## config.mk

```make
export PLATFORM = sky130hd
export DESIGN_NAME = command_packet_deframer
export DESIGN_NICKNAME = d
export VERILOG_FILES = /design/src/rtl/cpdf_pkg.sv /design/src/rtl/cpdf_parser.sv /design/src/rtl/command_packet_deframer.sv
export SDC_FILE = /design/constraint.sdc
export NUM_CORES = 1
export LEC_CHECK = 0
export ABC_CLOCK_PERIOD_IN_PS = 4700
export BUFFER_PORTS_ARGS = -buffer_cell sky130_fd_sc_hd__clkbuf_2
export CORE_ASPECT_RATIO = 0.5
export CORE_MARGIN = 2
export CORE_UTILIZATION = 60
export DETAILED_ROUTE_END_ITERATION = 12
export HOLD_SLACK_MARGIN = 0.1
export PLACE_DENSITY = 0.92
export SLEW_MARGIN = 5
export SYNTH_ARGS = -nofsm -noshare
export SYNTH_HDL_FRONTEND = slang
export SYNTH_SLANG_ARGS = --single-unit
export TNS_END_PERCENT = 30
```

## constraint.sdc

```tcl
create_clock -name i_clk -period 4.7 [get_ports i_clk]
set_clock_uncertainty 0.1 [all_clocks]
set_input_delay 0.94 -clock i_clk [delete_from_list [all_inputs] [get_ports i_clk]]
set_output_delay 0.94 -clock i_clk [all_outputs]
set_load 0.1 [all_outputs]
```

## src/rtl/cpdf_pkg.sv

```systemverilog
package cpdf_pkg;

    localparam int unsigned LEN_W   = 13;
    localparam int unsigned IDX_W   = 12;
    localparam int unsigned BYTE_W  = 8;
    localparam int unsigned GAP_W   = 8;

    localparam logic [LEN_W-1:0] MAX_LENGTH_RST = 13'd4096;
    localparam logic [GAP_W-1:0] GAP_LIMIT_RST  = 8'd10;

    typedef struct packed {
        logic [BYTE_W-1:0] command;
        logic [LEN_W-1:0]  packet_length;
        logic              payload_valid;
        logic [BYTE_W-1:0] payload_byte;
        logic [IDX_W-1:0]  payload_index;
        logic              packet_done;
    } t_result;

endpackage

```

## src/rtl/cpdf_parser.sv

```systemverilog
module cpdf_parser (
    input  logic                          i_clk,
    input  logic                          i_rst_n,
    input  logic                          i_accept,
    input  logic                          i_action,
    input  logic [cpdf_pkg::BYTE_W-1:0]   i_data_byte,
    input  logic                          i_starts_transfer,
    input  logic [cpdf_pkg::LEN_W-1:0]    i_max_length,
    input  logic [cpdf_pkg::GAP_W-1:0]    i_gap_limit_ms,
    output cpdf_pkg::t_result             o_result
);

    localparam logic [1:0] PH_CMD    = 2'd0;
    localparam logic [1:0] PH_LEN_LO = 2'd1;
    localparam logic [1:0] PH_LEN_HI = 2'd2;
    localparam logic [1:0] PH_DATA   = 2'd3;

    logic [1:0]                    r_phase,   n_phase;
    logic [cpdf_pkg::BYTE_W-1:0]   r_command, n_command;
    logic [15:0]                   r_length,  n_length;
    logic [cpdf_pkg::LEN_W-1:0]    r_count,   n_count;
    logic [cpdf_pkg::GAP_W-1:0]    r_elapsed, n_elapsed;

    logic [1:0]  cur_phase;
    logic [15:0] full_length;

    always_comb begin
        n_phase     = r_phase;
        n_command   = r_command;
        n_length    = r_length;
        n_count     = r_count;
        n_elapsed   = r_elapsed;
        cur_phase   = r_phase;
        full_length = r_length | {i_data_byte, 8'd0};
        o_result    = '0;

        if (i_action) begin
            if (r_elapsed != {cpdf_pkg::GAP_W{1'b1}}) begin
                n_elapsed = r_elapsed + 1'b1;
            end
        end else begin
            // A transfer start after a long idle gap drops any partial packet.
            if (i_starts_transfer) begin
                if (r_elapsed > i_gap_limit_ms) begin
                    cur_phase = PH_CMD;
                end
                n_elapsed = '0;
            end

            unique case (cur_phase)
                PH_CMD: begin
                    n_elapsed = '0;
                    n_command = i_data_byte;
                    n_length  = '0;
                    n_count   = '0;
                    n_phase   = PH_LEN_LO;
                end
                PH_LEN_LO: begin
                    n_length = {8'd0, i_data_byte};
                    n_phase  = PH_LEN_HI;
                end
                PH_LEN_HI: begin
                    n_length = full_length;
                    n_phase  = PH_DATA;
                    if (full_length > {3'd0, i_max_length}) begin
                        n_length = '0;
                        n_phase  = PH_CMD;
                    end
                    if ({3'd0, r_count} == n_length) begin
                        o_result.packet_done = 1'b1;
                        n_phase              = PH_CMD;
                    end
                end
                PH_DATA: begin
                    if ({3'd0, r_count} < r_length) begin
                        o_result.payload_valid = 1'b1;
                        o_result.payload_byte  = i_data_byte;
                        o_result.payload_index = r_count[cpdf_pkg::IDX_W-1:0];
                        n_count                = r_count + 1'b1;
                    end
                    if ({3'd0, n_count} == r_length) begin
                        o_result.packet_done = 1'b1;
                        n_phase              = PH_CMD;
                    end
                end
                default: begin
                    n_phase = PH_CMD;
                end
            endcase

            o_result.command       = n_command;
            o_result.packet_length = n_length[cpdf_pkg::LEN_W-1:0];
        end
    end

    always_ff @(posedge i_clk) begin
        if (!i_rst_n) begin
            r_phase   <= PH_CMD;
            r_command <= '0;
            r_length  <= '0;
            r_count   <= '0;
            r_elapsed <= '0;
        end else if (i_accept) begin
            r_phase   <= n_phase;
            r_command <= n_command;
            r_length  <= n_length;
            r_count   <= n_count;
            r_elapsed <= n_elapsed;
        end
    end

endmodule

```

## src/rtl/command_packet_deframer.sv

```systemverilog
// A received byte's result goes to the output register, or to the skid entry while output stalls.
// Throughput: one request (byte or millisecond tick) per cycle while ready; ticks give no result.
// A two-entry output buffer keeps input ready high while one result waits downstream.
// Synchronous active-low reset returns the parser to the command byte, clears the
// idle counter and the output buffer, and loads max_length 4096 and gap_limit_ms 10.
module command_packet_deframer (
    input  logic                          i_clk,
    input  logic                          i_rst_n,
    input  logic                          i_in_valid,
    output logic                          o_in_ready,
    input  logic                          i_action,
    input  logic [cpdf_pkg::BYTE_W-1:0]   i_data_byte,
    input  logic                          i_starts_transfer,
    output logic                          o_out_valid,
    input  logic                          i_out_ready,
    output logic [cpdf_pkg::BYTE_W-1:0]   o_command,
    output logic [cpdf_pkg::LEN_W-1:0]    o_packet_length,
    output logic                          o_payload_valid,
    output logic [cpdf_pkg::BYTE_W-1:0]   o_payload_byte,
    output logic [cpdf_pkg::IDX_W-1:0]    o_payload_index,
    output logic                          o_packet_done,
    input  logic                          i_cfg_valid,
    output logic                          o_cfg_ready,
    input  logic                          i_cfg_index,
    input  logic [cpdf_pkg::LEN_W-1:0]    i_cfg_data
);

    localparam logic CFG_MAX_LENGTH = 1'b0;
    localparam logic CFG_GAP_LIMIT  = 1'b1;

    logic [cpdf_pkg::LEN_W-1:0] r_max_length;
    logic [cpdf_pkg::GAP_W-1:0] r_gap_limit_ms;

    cpdf_pkg::t_result r_out, r_skid, res;
    logic              r_out_valid, r_skid_valid;
    logic              in_accept, res_valid, out_pop;

    assign o_cfg_ready = 1'b1;
    assign o_in_ready  = !r_skid_valid;
    assign in_accept   = i_in_valid && o_in_ready;
    assign res_valid   = in_accept && !i_action;
    assign out_pop     = r_out_valid && i_out_ready;

    always_ff @(posedge i_clk) begin
        if (!i_rst_n) begin
            r_max_length   <= cpdf_pkg::MAX_LENGTH_RST;
            r_gap_limit_ms <= cpdf_pkg::GAP_LIMIT_RST;
        end else if (i_cfg_valid) begin
            unique case (i_cfg_index)
                CFG_MAX_LENGTH: r_max_length   <= i_cfg_data;
                CFG_GAP_LIMIT:  r_gap_limit_ms <= i_cfg_data[cpdf_pkg::GAP_W-1:0];
                default: ;
            endcase
        end
    end

    cpdf_parser u_parser (
        .i_clk             (i_clk),
        .i_rst_n           (i_rst_n),
        .i_accept          (in_accept),
        .i_action          (i_action),
        .i_data_byte       (i_data_byte),
        .i_starts_transfer (i_starts_transfer),
        .i_max_length      (r_max_length),
        .i_gap_limit_ms    (r_gap_limit_ms),
        .o_result          (res)
    );

    // The skid entry only fills when a new result arrives while the output is stalled.
    always_ff @(posedge i_clk) begin
        if (!i_rst_n) begin
            r_out_valid  <= 1'b0;
            r_skid_valid <= 1'b0;
        end else if (r_skid_valid) begin
            if (out_pop) begin
                r_skid_valid <= 1'b0;
            end
        end else if (res_valid) begin
            if (r_out_valid && !out_pop) begin
                r_skid_valid <= 1'b1;
            end else begin
                r_out_valid <= 1'b1;
            end
        end else if (out_pop) begin
            r_out_valid <= 1'b0;
        end
    end

    always_ff @(posedge i_clk) begin
        if (r_skid_valid) begin
            if (out_pop) begin
                r_out <= r_skid;
            end
        end else if (res_valid) begin
            if (r_out_valid && !out_pop) begin
                r_skid <= res;
            end else begin
                r_out <= res;
            end
        end
    end

    assign o_out_valid     = r_out_valid;
    assign o_command       = r_out.command;
    assign o_packet_length = r_out.packet_length;
    assign o_payload_valid = r_out.payload_valid;
    assign o_payload_byte  = r_out.payload_byte;
    assign o_payload_index = r_out.payload_index;
    assign o_packet_done   = r_out.packet_done;

    a_skid_behind_out: assert property (@(posedge i_clk) disable iff (!i_rst_n)
        r_skid_valid |-> r_out_valid)
        else $error("skid entry holds a result while the output register is empty");

    a_no_payload_clean: assert property (@(posedge i_clk) disable iff (!i_rst_n)
        (r_out_valid && !r_out.payload_valid) |->
            (r_out.payload_byte == '0 && r_out.payload_index == '0))
        else $error("payload fields not cleared on a non-payload result");

    a_tick_no_result: assert property (@(posedge i_clk) disable iff (!i_rst_n)
        (in_accept && i_action && !r_out_valid) |=> !r_out_valid)
        else $error("millisecond tick produced a result");

    a_reset_empty: assert property (@(posedge i_clk)
        !i_rst_n |=> (!r_out_valid && !r_skid_valid))
        else $error("output buffer not empty after reset");

endmodule
```

==> results.md, run 1 <==
- Status: finished clean
- Setup TNS: 0 ns
- Initial antenna violation count: 0
- Remaining Overflow, GRT: 0
- Synthesized area per cell: 9.675 um2
- Boundary Pins: 75
- Synth area leader: edfxtp_1
- Max-Cap Viols: 0
- Gate count after technology mapping: 853
- Clk pin slew, worst setup/hold paths: 0.07 ns
- CP required: 4.94 ns
- Drt pass-1 iters: 7
- Reg-to-reg critical path startpoint: u_parser.r_length[12]$_SDFFE_PN0P_
- Post-CTS Setup Inserts: 0
- R2R cell count: 16
- First-pass GRT wire length: 36,530 um
- Commonest cells post-synth: 90 x nand2_1, 86 x edfxtp_1, 79 x nor2_1
- Worst hold path type: register to register
- Routability Congestion: 1.090
- Layout Cells excl Fill: 1,117
- DR WL/cell: 20.83 um
- Core area: 13,480 um2
- Worst Hold Depth: 2
- Cell Area, Synth: 8253 um2
- Deepest clock path buffer count: 2
- Area contributors post-synth: edfxtp_1 31%, dfxtp_1 17%, ha_1 6.1%, nand2_1 4.1%, a21oi_1 3.9%
- TritonCTS clock tree: done
- Clock sinks: 156
- Source of the worst hold timing path: r_gap_limit_ms[7]$_SDFFE_PN0P_
- Max-slew violation total from the final report: 0
- Pre-CTS setup slack: 0.4185 ns
- HPWL Detailed: 16,240 um
- Port bufs: 73
- Die Width: 169.9 um
- Layout Utilization: 0.7052
- Pwr Density: 349.7 nW/um2
- Cell area after layout: 9503 um2
- Period utilization: 0.8780
- VDD IR max: 197.0 uV
- Yosys warns: 0
- Routed wire length: 23,260 um
- Post-synth EDFFs: 86
- CP Max Fanout: 10
- Vert. Die Dim: 86.93 um
- Reg2reg end: u_parser.r_phase[1]$_SDFFE_PN0P_
- Placed Cells: 1,084
- Number of buffers created by CTS: 17
- GRT Resource Usage Total: 0.3236
- Die area: 14,770 um2
- Max Fclk: 242.3 MHz
- Hold endpoint: r_gap_limit_ms[7]$_SDFFE_PN0P_
- Setup repair after global routing missed its margin: no
- Critical path startpoint category: register
- NumNets Final: 996
- Share of the synthesized area in the top cell type: 0.3129
- Max-slew headroom: 0.3214
- Critical path class: register to register
- Initial DRC Count: 973
- Leak: 3.736 nW
- Worst-Skew Late Latency: 0.43 ns
- Worst-margin pin slew: 1.016 ns
- Syn_nets: 922
- Vias: 7,200
- Number of global-route vias before repair: 6,700
- P&R area growth vs syn: 15.15%
- Root Buffer: clkbuf_16
- Post-CTS sizing: 0
- Share of cells above drive strength 1: 0.1947
- Initial core utilization: 0.6124
- Dominant synthesized flop cell: edfxtp_1
- Std-Cell Rows: 30
- Fraction of registers with async set/reset: 0
- Largest net degree at the start of global routing: 54
- Yosys reg bits: 156
- DRC violations left: 0
- DR vias/cell: 6.446
- Most numerous cell in the Yosys netlist: nand2_1
- Routed Antenna Nets: 0
- Post-Place Cell Area: 8902 um2
- Hold_buf cts: 0
- Unique masters post-synth: 65
- WP data arrival: 4.37 ns
- Minimum clock period: 4.126 ns
- Worst Setup End Kind: register
- Final WS setup: 0.5735 ns
- Register area share after synthesis: 0.4827
- R2R setup slack: 0.57 ns
- Final Hold Viols: 0
- Setup violators final: 0
- CTS H-tree lvls: 4
routing by layer:
metal / up-vias / GRT usage / share of wire / wire length, um
met2: 510 / 0.5017 / 0.43 / 10120
met3: 72 / 0.06633 / 0.12 / 2848
met1: 3385 / 0.4582 / 0.42 / 9660
li1: 3233 / - / - / -
met4: 0 / 0.1111 / 0.027 / 637
met5: - / 0 / 0 / 0
critical path, cell delays in order (launching register included):
cell and delay [ns]:
dfxtp_1 0.43, inv_1 0.07, ha_1 0.29, and3_1 0.15, nand4_1 0.22, or3_1 0.52, nand3_2 0.23, inv_2 0.13
ha_1 0.32, xnor2_1 0.14, o21ai_0 0.09, nor2_1 0.09, inv_1 0.07, a2111oi_4 0.35, a41oi_2 0.22, or4_1 0.44
a31oi_1 0.18
cells in the final DEF (no fill, tap or decap), drive strengths merged, types with 7 or more instances in the layout:
master / instances
xnor2: 13
and2: 23
nand2: 90
nand4: 17
or3: 8
o211ai: 8
nor4: 11
nor2b: 7
inv: 54
nand2b: 10
a21oi: 64
a31oi: 13
xor2: 11
clkinv: 8
o31ai: 25
buf: 33
a21o: 7
and3: 8
nor3: 13
nor2: 79
clkbuf: 90
edfxtp: 86
dfxtp: 70
mux2i: 15
nand3: 18
mux2: 22
ha: 40
a22oi: 23
o21ai: 28
report_power, final:
| group | internal [mW] | switching (mW) | leakage [nW] | total (mW) |
|---|---|---|---|---|
| Clock | 0.715 | 0.670 | 0.287 | 1.38 |
| Sequential | 1.47 | 0.0193 | 1.39 | 1.49 |
| Combinational | 0.112 | 0.334 | 2.06 | 0.446 |
| Total | 2.30 | 1.02 | 3.74 | 3.32 |
flip-flops by register name, summed over array words and instances (netlist names):
name and cells:
o_out_valid 1, o_packet_length 13, o_payload_valid 1, u_parser.r_command 8
u_parser.r_phase 2, o_packet_done 1, r_gap_limit_ms 8, o_payload_byte 8
u_parser.r_length 16, o_command 8, r_max_length 13, r_skid_valid 1
o_payload_index 12, u_parser.r_elapsed 8, r_skid 43, u_parser.r_count 13
worst max path at each step:
stage / start / endpoint / slack [ns] / cells past startpoint
4_1_cts: u_parser.r_length[12]$_SDFFE_PN0P_ / u_parser.r_phase[1]$_SDFFE_PN0P_ / 0.62 / 16
2_1_floorplan: i_in_valid / o_command[0]$_DFFE_PP_ / 0.30 / 5
6_report: u_parser.r_length[12]$_SDFFE_PN0P_ / u_parser.r_phase[1]$_SDFFE_PN0P_ / 0.57 / 16
3_3_place_gp: i_data_byte[2] / o_packet_done$_DFFE_PP_ / 0.47 / 12
3_5_place_dp: i_data_byte[2] / o_packet_done$_DFFE_PP_ / 0.42 / 12
5_1_grt: u_parser.r_length[12]$_SDFFE_PN0P_ / u_parser.r_phase[1]$_SDFFE_PN0P_ / 0.31 / 16
layout make-up:
type	count	area (um2)
diodes	1	2.502
clock buffers	17	425.4
clock inverters	15	172.7
fillers	965	3973
inverters	48	180.2
multi-input cells	598	3905
flip-flops and latches	156	3984
well taps	176	220.2
repair buffers	106	613.1
logic make-up (layout without fill, tap and decap cells):
family,Yosys count,after routing,share of synthesized area
AOI/OAI and AO/OA,192,192,0.1546
DFF,156,156,0.4827
and+or+nand+nor,304,304,0.1822
adders and majority gates,40,40,0.06064
xor gates and xnor gates,24,24,0.02547
other,1,2,0.0004544
muxes,37,37,0.04821
buffers and inverters,99,186,0.04563
per-stage QoR:
step	total power [mW]	hold WS, ns
5_1_grt	3.403	0.3812
3_5_place_dp	1.954	0.3542
6_report	3.323	0.3596
3_3_place_gp	1.942	0.3443
2_1_floorplan	1.854	0.3363
4_1_cts	3.307	0.3636
(Power assumes the default switching activity.)
==> run 2: changes to the inputs <==
==> constraint.sdc (replaced) <==
create_clock -name i_clk -period 4.7 [get_ports i_clk]
set_clock_uncertainty 0.1 [all_clocks]
set_input_delay 0.235 -clock i_clk [delete_from_list [all_inputs] [get_ports i_clk]]
set_output_delay 0.235 -clock i_clk [all_outputs]
set_load 0.1 [all_outputs]
==> results.md, run 2 (synthesized netlist as in run 1, its figures left out) <==
- Port bufs: 73 (unchanged)
- Number of buffers created by CTS: 17 (unchanged)
- P&R area growth vs syn: 15.25% (about the same)
- Diodes inserted: 0 (-1)
- TritonCTS clock tree: done
- Deepest clock path buffer count: 2 (unchanged)
- Number of global-route vias before repair: 6,696 (-0.060%)
- Critical path startpoint category: register
- R2R setup slack: 0.43 ns (-0.15 ns)
- WP data arrival: 4.51 ns (+0.14 ns)
- Most frequent cells in the layout: 90 x nand2_1, 86 x edfxtp_1, 79 x nor2_1
- Reg2reg end: u_parser.r_phase[1]$_SDFFE_PN0P_
- Critical path class: register to register
- Commonest non-fill, non-tap cell in the layout: nand2_1
- Pre-CTS setup slack: 0.5353 ns (+0.1168 ns)
- Max-slew headroom: 0.3179 (-0.003531)
- Setup TNS: 0 ns (unchanged)
- DRC violations left: 0 (unchanged)
- Largest net degree at the start of global routing: 54 (unchanged)
- Worst hold path type: input pin to register
- Final Hold Viols: 0 (unchanged)
- GRT Resource Usage Total: 0.3301 (+0.006517)
- Max-Cap Viols: 0 (unchanged)
- Root Buffer: clkbuf_16
- Initial DRC Count: 958 (-1.5%)
- Worst-Skew Late Latency: 0.42 ns (about the same)
- Setup violators final: 0 (unchanged)
- Max Fclk: 234.1 MHz (-3.4%)
- Hold endpoint: u_parser.r_length[6]$_SDFFE_PN0P_
- Max reg flops: 43 (unchanged)
- Initial core utilization: 0.6124 (unchanged)
- Worst-margin pin slew: 1.023 ns (+0.006777 ns)
- Setup repair after global routing missed its margin: no
- Source of the worst hold timing path: i_data_byte[6]
- Drt pass-1 iters: 6 (-1)
- Final WS setup: 0.4281 ns (-0.1454 ns)
- Die area: 14,770 um2 (unchanged)
- Worst Hold Depth: 3 (+1)
- Biggest regs: r_skid x43, u_parser.r_length x16
- Number of fill cells: 966 (+0.10%)
- DR WL/cell: 21.08 um (+1.2%)
- P_sw: 1.037 mW (+1.3%)
- Top reg by flops: r_skid
- Status: finished clean
- HPWL Detailed: 16,180 um (-0.41%)
- VDD IR max: 228.3 uV (+16%)
- Boundary Pins: 75 (unchanged)
- First-pass GRT wire length: 37,100 um (+1.6%)
- Routed Antenna Nets: 0 (unchanged)
- Std-Cell Rows: 30 (unchanged)
- Core area: 13,480 um2 (unchanged)
- Die Width: 169.9 um (unchanged)
- Routability Congestion: 1.076 (-1.3%)
- R2R cell count: 15 (-1)
- Max-slew violation total from the final report: 0 (unchanged)
- Routed wire length: 23,510 um (+1.0%)
- Int Pwr: 2.302 mW (about the same)
- Initial antenna violation count: 0 (unchanged)
- CTS H-tree lvls: 4 (unchanged)
- Sequential power share: 0.447 (-0.002)
- Net Sw Frac: 0.3105 (+0.002613)
- Worst Setup End Kind: register
- Pwr Density: 351.0 nW/um2 (+0.37%)
- Vias: 7,169 (-0.43%)
- Clock sinks: 156 (unchanged)
- Vert. Die Dim: 86.93 um (unchanged)
- Minimum clock period: 4.272 ns (+0.1454 ns)
- NumNets Final: 995 (-0.10%)
- Clk pin slew, worst setup/hold paths: 0.08 ns (about the same)
- Combinational cell fraction of total power: 0.138 (+0.004)
- CP required: 4.94 ns (about the same)
- Clock network power share: 0.414 (-0.003)
- CP Max Fanout: 10 (unchanged)
- Share of cells above drive strength 1: 0.1747 (-0.02003)
- Period utilization: 0.9089 (+0.03094)
- DR vias/cell: 6.430 (-0.25%)
- Reg-to-reg critical path startpoint: u_parser.r_count[8]$_SDFFE_PN0P_
- Remaining Overflow, GRT: 0 (unchanged)
- Leak: 3.697 nW (-1.0%)
## run 2: how the worst max path moves through the flow
stage | depth (start not counted) | endpoint | from
floorplan | 2 | o_command[0]$_DFFE_PP_ | o_out_valid$_SDFFE_PN0P_
global placement | 15 | u_parser.r_phase[1]$_SDFFE_PN0P_ | u_parser.r_count[9]$_SDFFE_PN0P_
detailed placement | 15 | u_parser.r_phase[1]$_SDFFE_PN0P_ | u_parser.r_count[9]$_SDFFE_PN0P_
CTS | 15 | u_parser.r_phase[1]$_SDFFE_PN0P_ | u_parser.r_count[9]$_SDFFE_PN0P_
global route | 16 | u_parser.r_phase[1]$_SDFFE_PN0P_ | u_parser.r_length[5]$_SDFFE_PN0P_
finish | 15 | u_parser.r_phase[1]$_SDFFE_PN0P_ | u_parser.r_count[8]$_SDFFE_PN0P_
## run 2: timing repair
| action | 4_1_cts | 5_1_grt |
|---|---|---|
| hold buffers | 17 | 0 |
| hold endpoints to repair | 23 | 0 |
| resized for setup | 0 | 0 |
| setup buffers | 0 | 0 |
## run 2: area by class of cell
cell class / instances / area [um2] / area share
clock inverter: 15 / 148.9 / 0.01565
multi-input combinational: 598 / 3905 / 0.4106
clock buffer: 17 / 425.4 / 0.04473
tap: 176 / 220.2 / 0.02315
sequential: 156 / 3984 / 0.4188
timing repair buffer: 105 / 648.1 / 0.06814
inverter: 48 / 180.2 / 0.01894
## run 2: worst max-delay path, stage by stage (launching register included)
cell       delay, ns
dfxtp_1         0.61
ha_1            0.20
and3_1          0.14
nand4_1         0.28
or3_1           0.56
nand3_2         0.23
inv_2           0.13
ha_1            0.33
xnor2_1         0.13
o21ai_0         0.11
nor2_1          0.11
inv_1           0.07
a2111oi_4       0.37
a41oi_2         0.21
or4_1           0.42
a31oi_1         0.18
## run 2: through the flow
stage / instances / utilization / cell area (um2) / total power, mW / hold slack (ns)
after floorplan: 853 / - / 8253 / 1.854 / 0.2239
after global placement: 1066 / 0.6506 / 8767 / 1.951 / 0.3387
after detailed placement: 1066 / 0.6506 / 8767 / 1.961 / 0.3489
after CTS: 1115 / 0.7059 / 9512 / 3.322 / 0.1237
after global routing: 1115 / 0.7059 / 9512 / 3.419 / 0.1543
final: 1115 / 0.7059 / 9512 / 3.338 / 0.1524
## run 2: power by group through the flow
stage | Clock [mW] | Combinational, mW | Sequential [mW]
2_1_floorplan | 0 | 0.210 | 1.64
3_3_place_gp | 0 | 0.429 | 1.52
3_5_place_dp | 0 | 0.437 | 1.52
4_1_cts | 1.38 | 0.452 | 1.49
5_1_grt | 1.43 | 0.488 | 1.50
6_report | 1.38 | 0.462 | 1.49
## run 2: per-layer routing
metal,GRT usage,vias to the layer above,part of all wire
met5,0,-,0
met4,0.09946,0,0.022
met3,0.06906,61,0.11
met2,0.4980,472,0.43
met1,0.4824,3399,0.44
li1,-,3237,-
==> run 3: changes to the inputs <==
CORE_UTILIZATION = 50   (was 60)
PLACE_DENSITY = 0.81   (was 0.92)
==> results.md, run 3 (synthesized netlist as in run 1, its figures left out) <==
- VDD IR max: 244.1 uV (+6.9%)
- Max-slew headroom: 0.2672 (-0.05067)
- Boundary Pins: 75 (unchanged)
- DR vias/cell: 5.881 (-8.5%)
- Worst Setup End Kind: register
- WHS: 0.1298 ns (-0.02261 ns)
- CTS H-tree lvls: 4 (unchanged)
- CP Max Fanout: 10 (unchanged)
- Setup TNS: 0 ns (unchanged)
- First-pass GRT wire length: 35,360 um (-4.7%)
- Placed Cells: 1,122 (+5.3%)
- R2R setup slack: 0.39 ns (-0.03 ns)
- Root Buffer: clkbuf_16
- Vert. Die Dim: 94.85 um (+9.1%)
- Pwr Density: 352.0 nW/um2 (+0.28%)
- Remaining Overflow, GRT: 0 (unchanged)
- Final Hold Viols: 0 (unchanged)
- Clk pin slew, worst setup/hold paths: 0.07 ns (about the same)
- TritonCTS clock tree: done
- CP max stage delay: 0.51 ns (-0.10 ns)
- Drt pass-1 iters: 5 (-1)
- DR WL/cell: 19.41 um (-7.9%)
- Number of buffers created by CTS: 17 (unchanged)
- Commonest non-fill, non-tap cell in the layout: nand2_1
- HPWL Detailed: 16,290 um (+0.67%)
- NumNets Final: 999 (+0.40%)
- Deepest clock path buffer count: 2 (unchanged)
- Initial antenna violation count: 0 (unchanged)
- P&R area growth vs syn: 16.78%
- Max-Cap Viols: 0 (unchanged)
- WP data arrival: 4.56 ns (+0.05 ns)
- Worst-Skew Late Latency: 0.44 ns (+0.02 ns)
- Initial DRC Count: 794 (-17%)
- Routed wire length on met2: 9230 um (-8.6%)
- Die Width: 185.7 um (+9.3%)
- Met1 wire length: 11,050 um (+6.7%)
- Critical path class: register to register
- Initial core utilization: 0.5073 (-0.1051)
- CP Cell Sequence: inv_1, ha_1, and4_1, o21ai_0, or3_1, nand3_2, inv_2, ha_1, xnor2_1, o21ai_0, nor2_1, inv_1, a2111oi_4, a41oi_2, or4_1, a31oi_1
- Status: finished clean
- GRT Resource Usage Total: 0.2696 (-0.06055)
- Routability Congestion: 1.010 (-6.1%)
- Leak: 3.738 nW (+1.1%)
- Number of fill cells: 1,402 (+45%)
- Number of global-route vias before repair: 6,261 (-6.5%)
- Cell area after layout: 9638 um2 (+1.3%)
- Share of cells above drive strength 1: 0.1782 (+0.003501)
- Metal3 WL: 2043 um (-20%)
- Setup repair after global routing missed its margin: no
- Port bufs: 73 (unchanged)
- Biggest regs: r_skid x43, u_parser.r_length x16
- Layout Cells excl Fill: 1,170 (+4.9%)
- Routed Antenna Nets: 0 (unchanged)
- DR top layer: met4
- Vias: 6,881 (-4.0%)
- Pre-CTS setup slack: 0.4644 ns (-0.07082 ns)
- DRC violations left: 0 (unchanged)
- Max reg flops: 43 (unchanged)
- Post-CTS sizing: 0 (unchanged)
- Clock sinks: 156 (unchanged)
- Max-slew violation total from the final report: 0 (unchanged)
- Period utilization: 0.9161 (+0.007162)
- Routed wire length: 22,710 um (-3.4%)
- Final WS setup: 0.3944 ns (-0.03366 ns)
- Core area: 16,270 um2 (+21%)
- CP required: 4.95 ns (about the same)
- Crit-path slowest cell: dfxtp_1
- Std-Cell Rows: 33 (+10%)
- Max Fclk: 232.3 MHz (-0.78%)
- Post-Place Cell Area: 8869 um2 (+1.2%)
- Top reg by flops: r_skid
- Most frequent cells in the layout: 90 x nand2_1, 86 x edfxtp_1, 79 x nor2_1
- Diodes inserted: 0 (unchanged)
- Die area: 17,610 um2 (+19%)
- Minimum clock period: 4.306 ns (+0.03366 ns)
- Setup violators final: 0 (unchanged)
- Worst-margin pin slew: 1.099 ns (+0.07600 ns)
- Critical path startpoint category: register
- Largest net degree at the start of global routing: 54 (unchanged)
- Worst hold path type: input pin to register
[run 3: final timing paths]
check	start	to	cells past startpoint
min	i_starts_transfer	u_parser.r_elapsed[1]$_SDFFE_PN0P_	4
min reg2reg	r_max_length[3]$_SDFFE_PN0P_	r_max_length[3]$_SDFFE_PN0P_	2
max	u_parser.r_length[5]$_SDFFE_PN0P_	u_parser.r_phase[1]$_SDFFE_PN0P_	16
max reg2reg	u_parser.r_length[5]$_SDFFE_PN0P_	u_parser.r_phase[1]$_SDFFE_PN0P_	16
[run 3: metrics by stage]
| step | util | power (mW) |
|---|---|---|
| final | 0.5924 | 3.392 |
| after global routing | 0.5924 | 3.493 |
| after CTS | 0.5924 | 3.387 |
| after detailed placement | 0.5451 | 1.960 |
| after global placement | 0.5451 | 1.956 |
| after floorplan | - | 1.854 |
[run 3: layout make-up]
class | instances | area (um2) | share of cell area
Sequential cell | 156 | 3984 | 0.4133
Timing Repair Buffer | 109 | 675.6 | 0.07010
Clock buffer | 17 | 425.4 | 0.04414
Tap cell | 227 | 284.0 | 0.02947
Clock inverter | 15 | 183.9 | 0.01908
Multi-Input combinational cell | 598 | 3905 | 0.4052
Inverter | 48 | 180.2 | 0.01869
[run 3: repair_timing]
item	CTS	global route
buffers inserted	0	0
hold endpoints to repair	23	0
hold buffers	16	0
[run 3: critical path: cells and delay by family (launching register included)]
family,cells,cell delay (ns)
AND/OR/NAND/NOR,5,1.43
AO/OA/AOI/OAI,5,1.00
adder cells (fa/ha/maj),2,0.64
flip-flops,1,0.51
buffers and inverters,3,0.37
XOR/XNOR,1,0.13
[run 3: report_power, final]
part	switching [mW]	internal [mW]	leakage, nW
clock network	0.598	0.845	0.294
registers	0.0198	1.47	1.39
logic	0.335	0.120	2.06
total	0.953	2.44	3.74
[run 3: layer usage]
| metal | global-route usage | vias up |
|---|---|---|
| li1 | - | 3236 |
| met1 | 0.4033 | 3297 |
| met2 | 0.3860 | 312 |
| met3 | 0.06286 | 36 |
| met4 | 0.07677 | 0 |
| met5 | 0 | - |
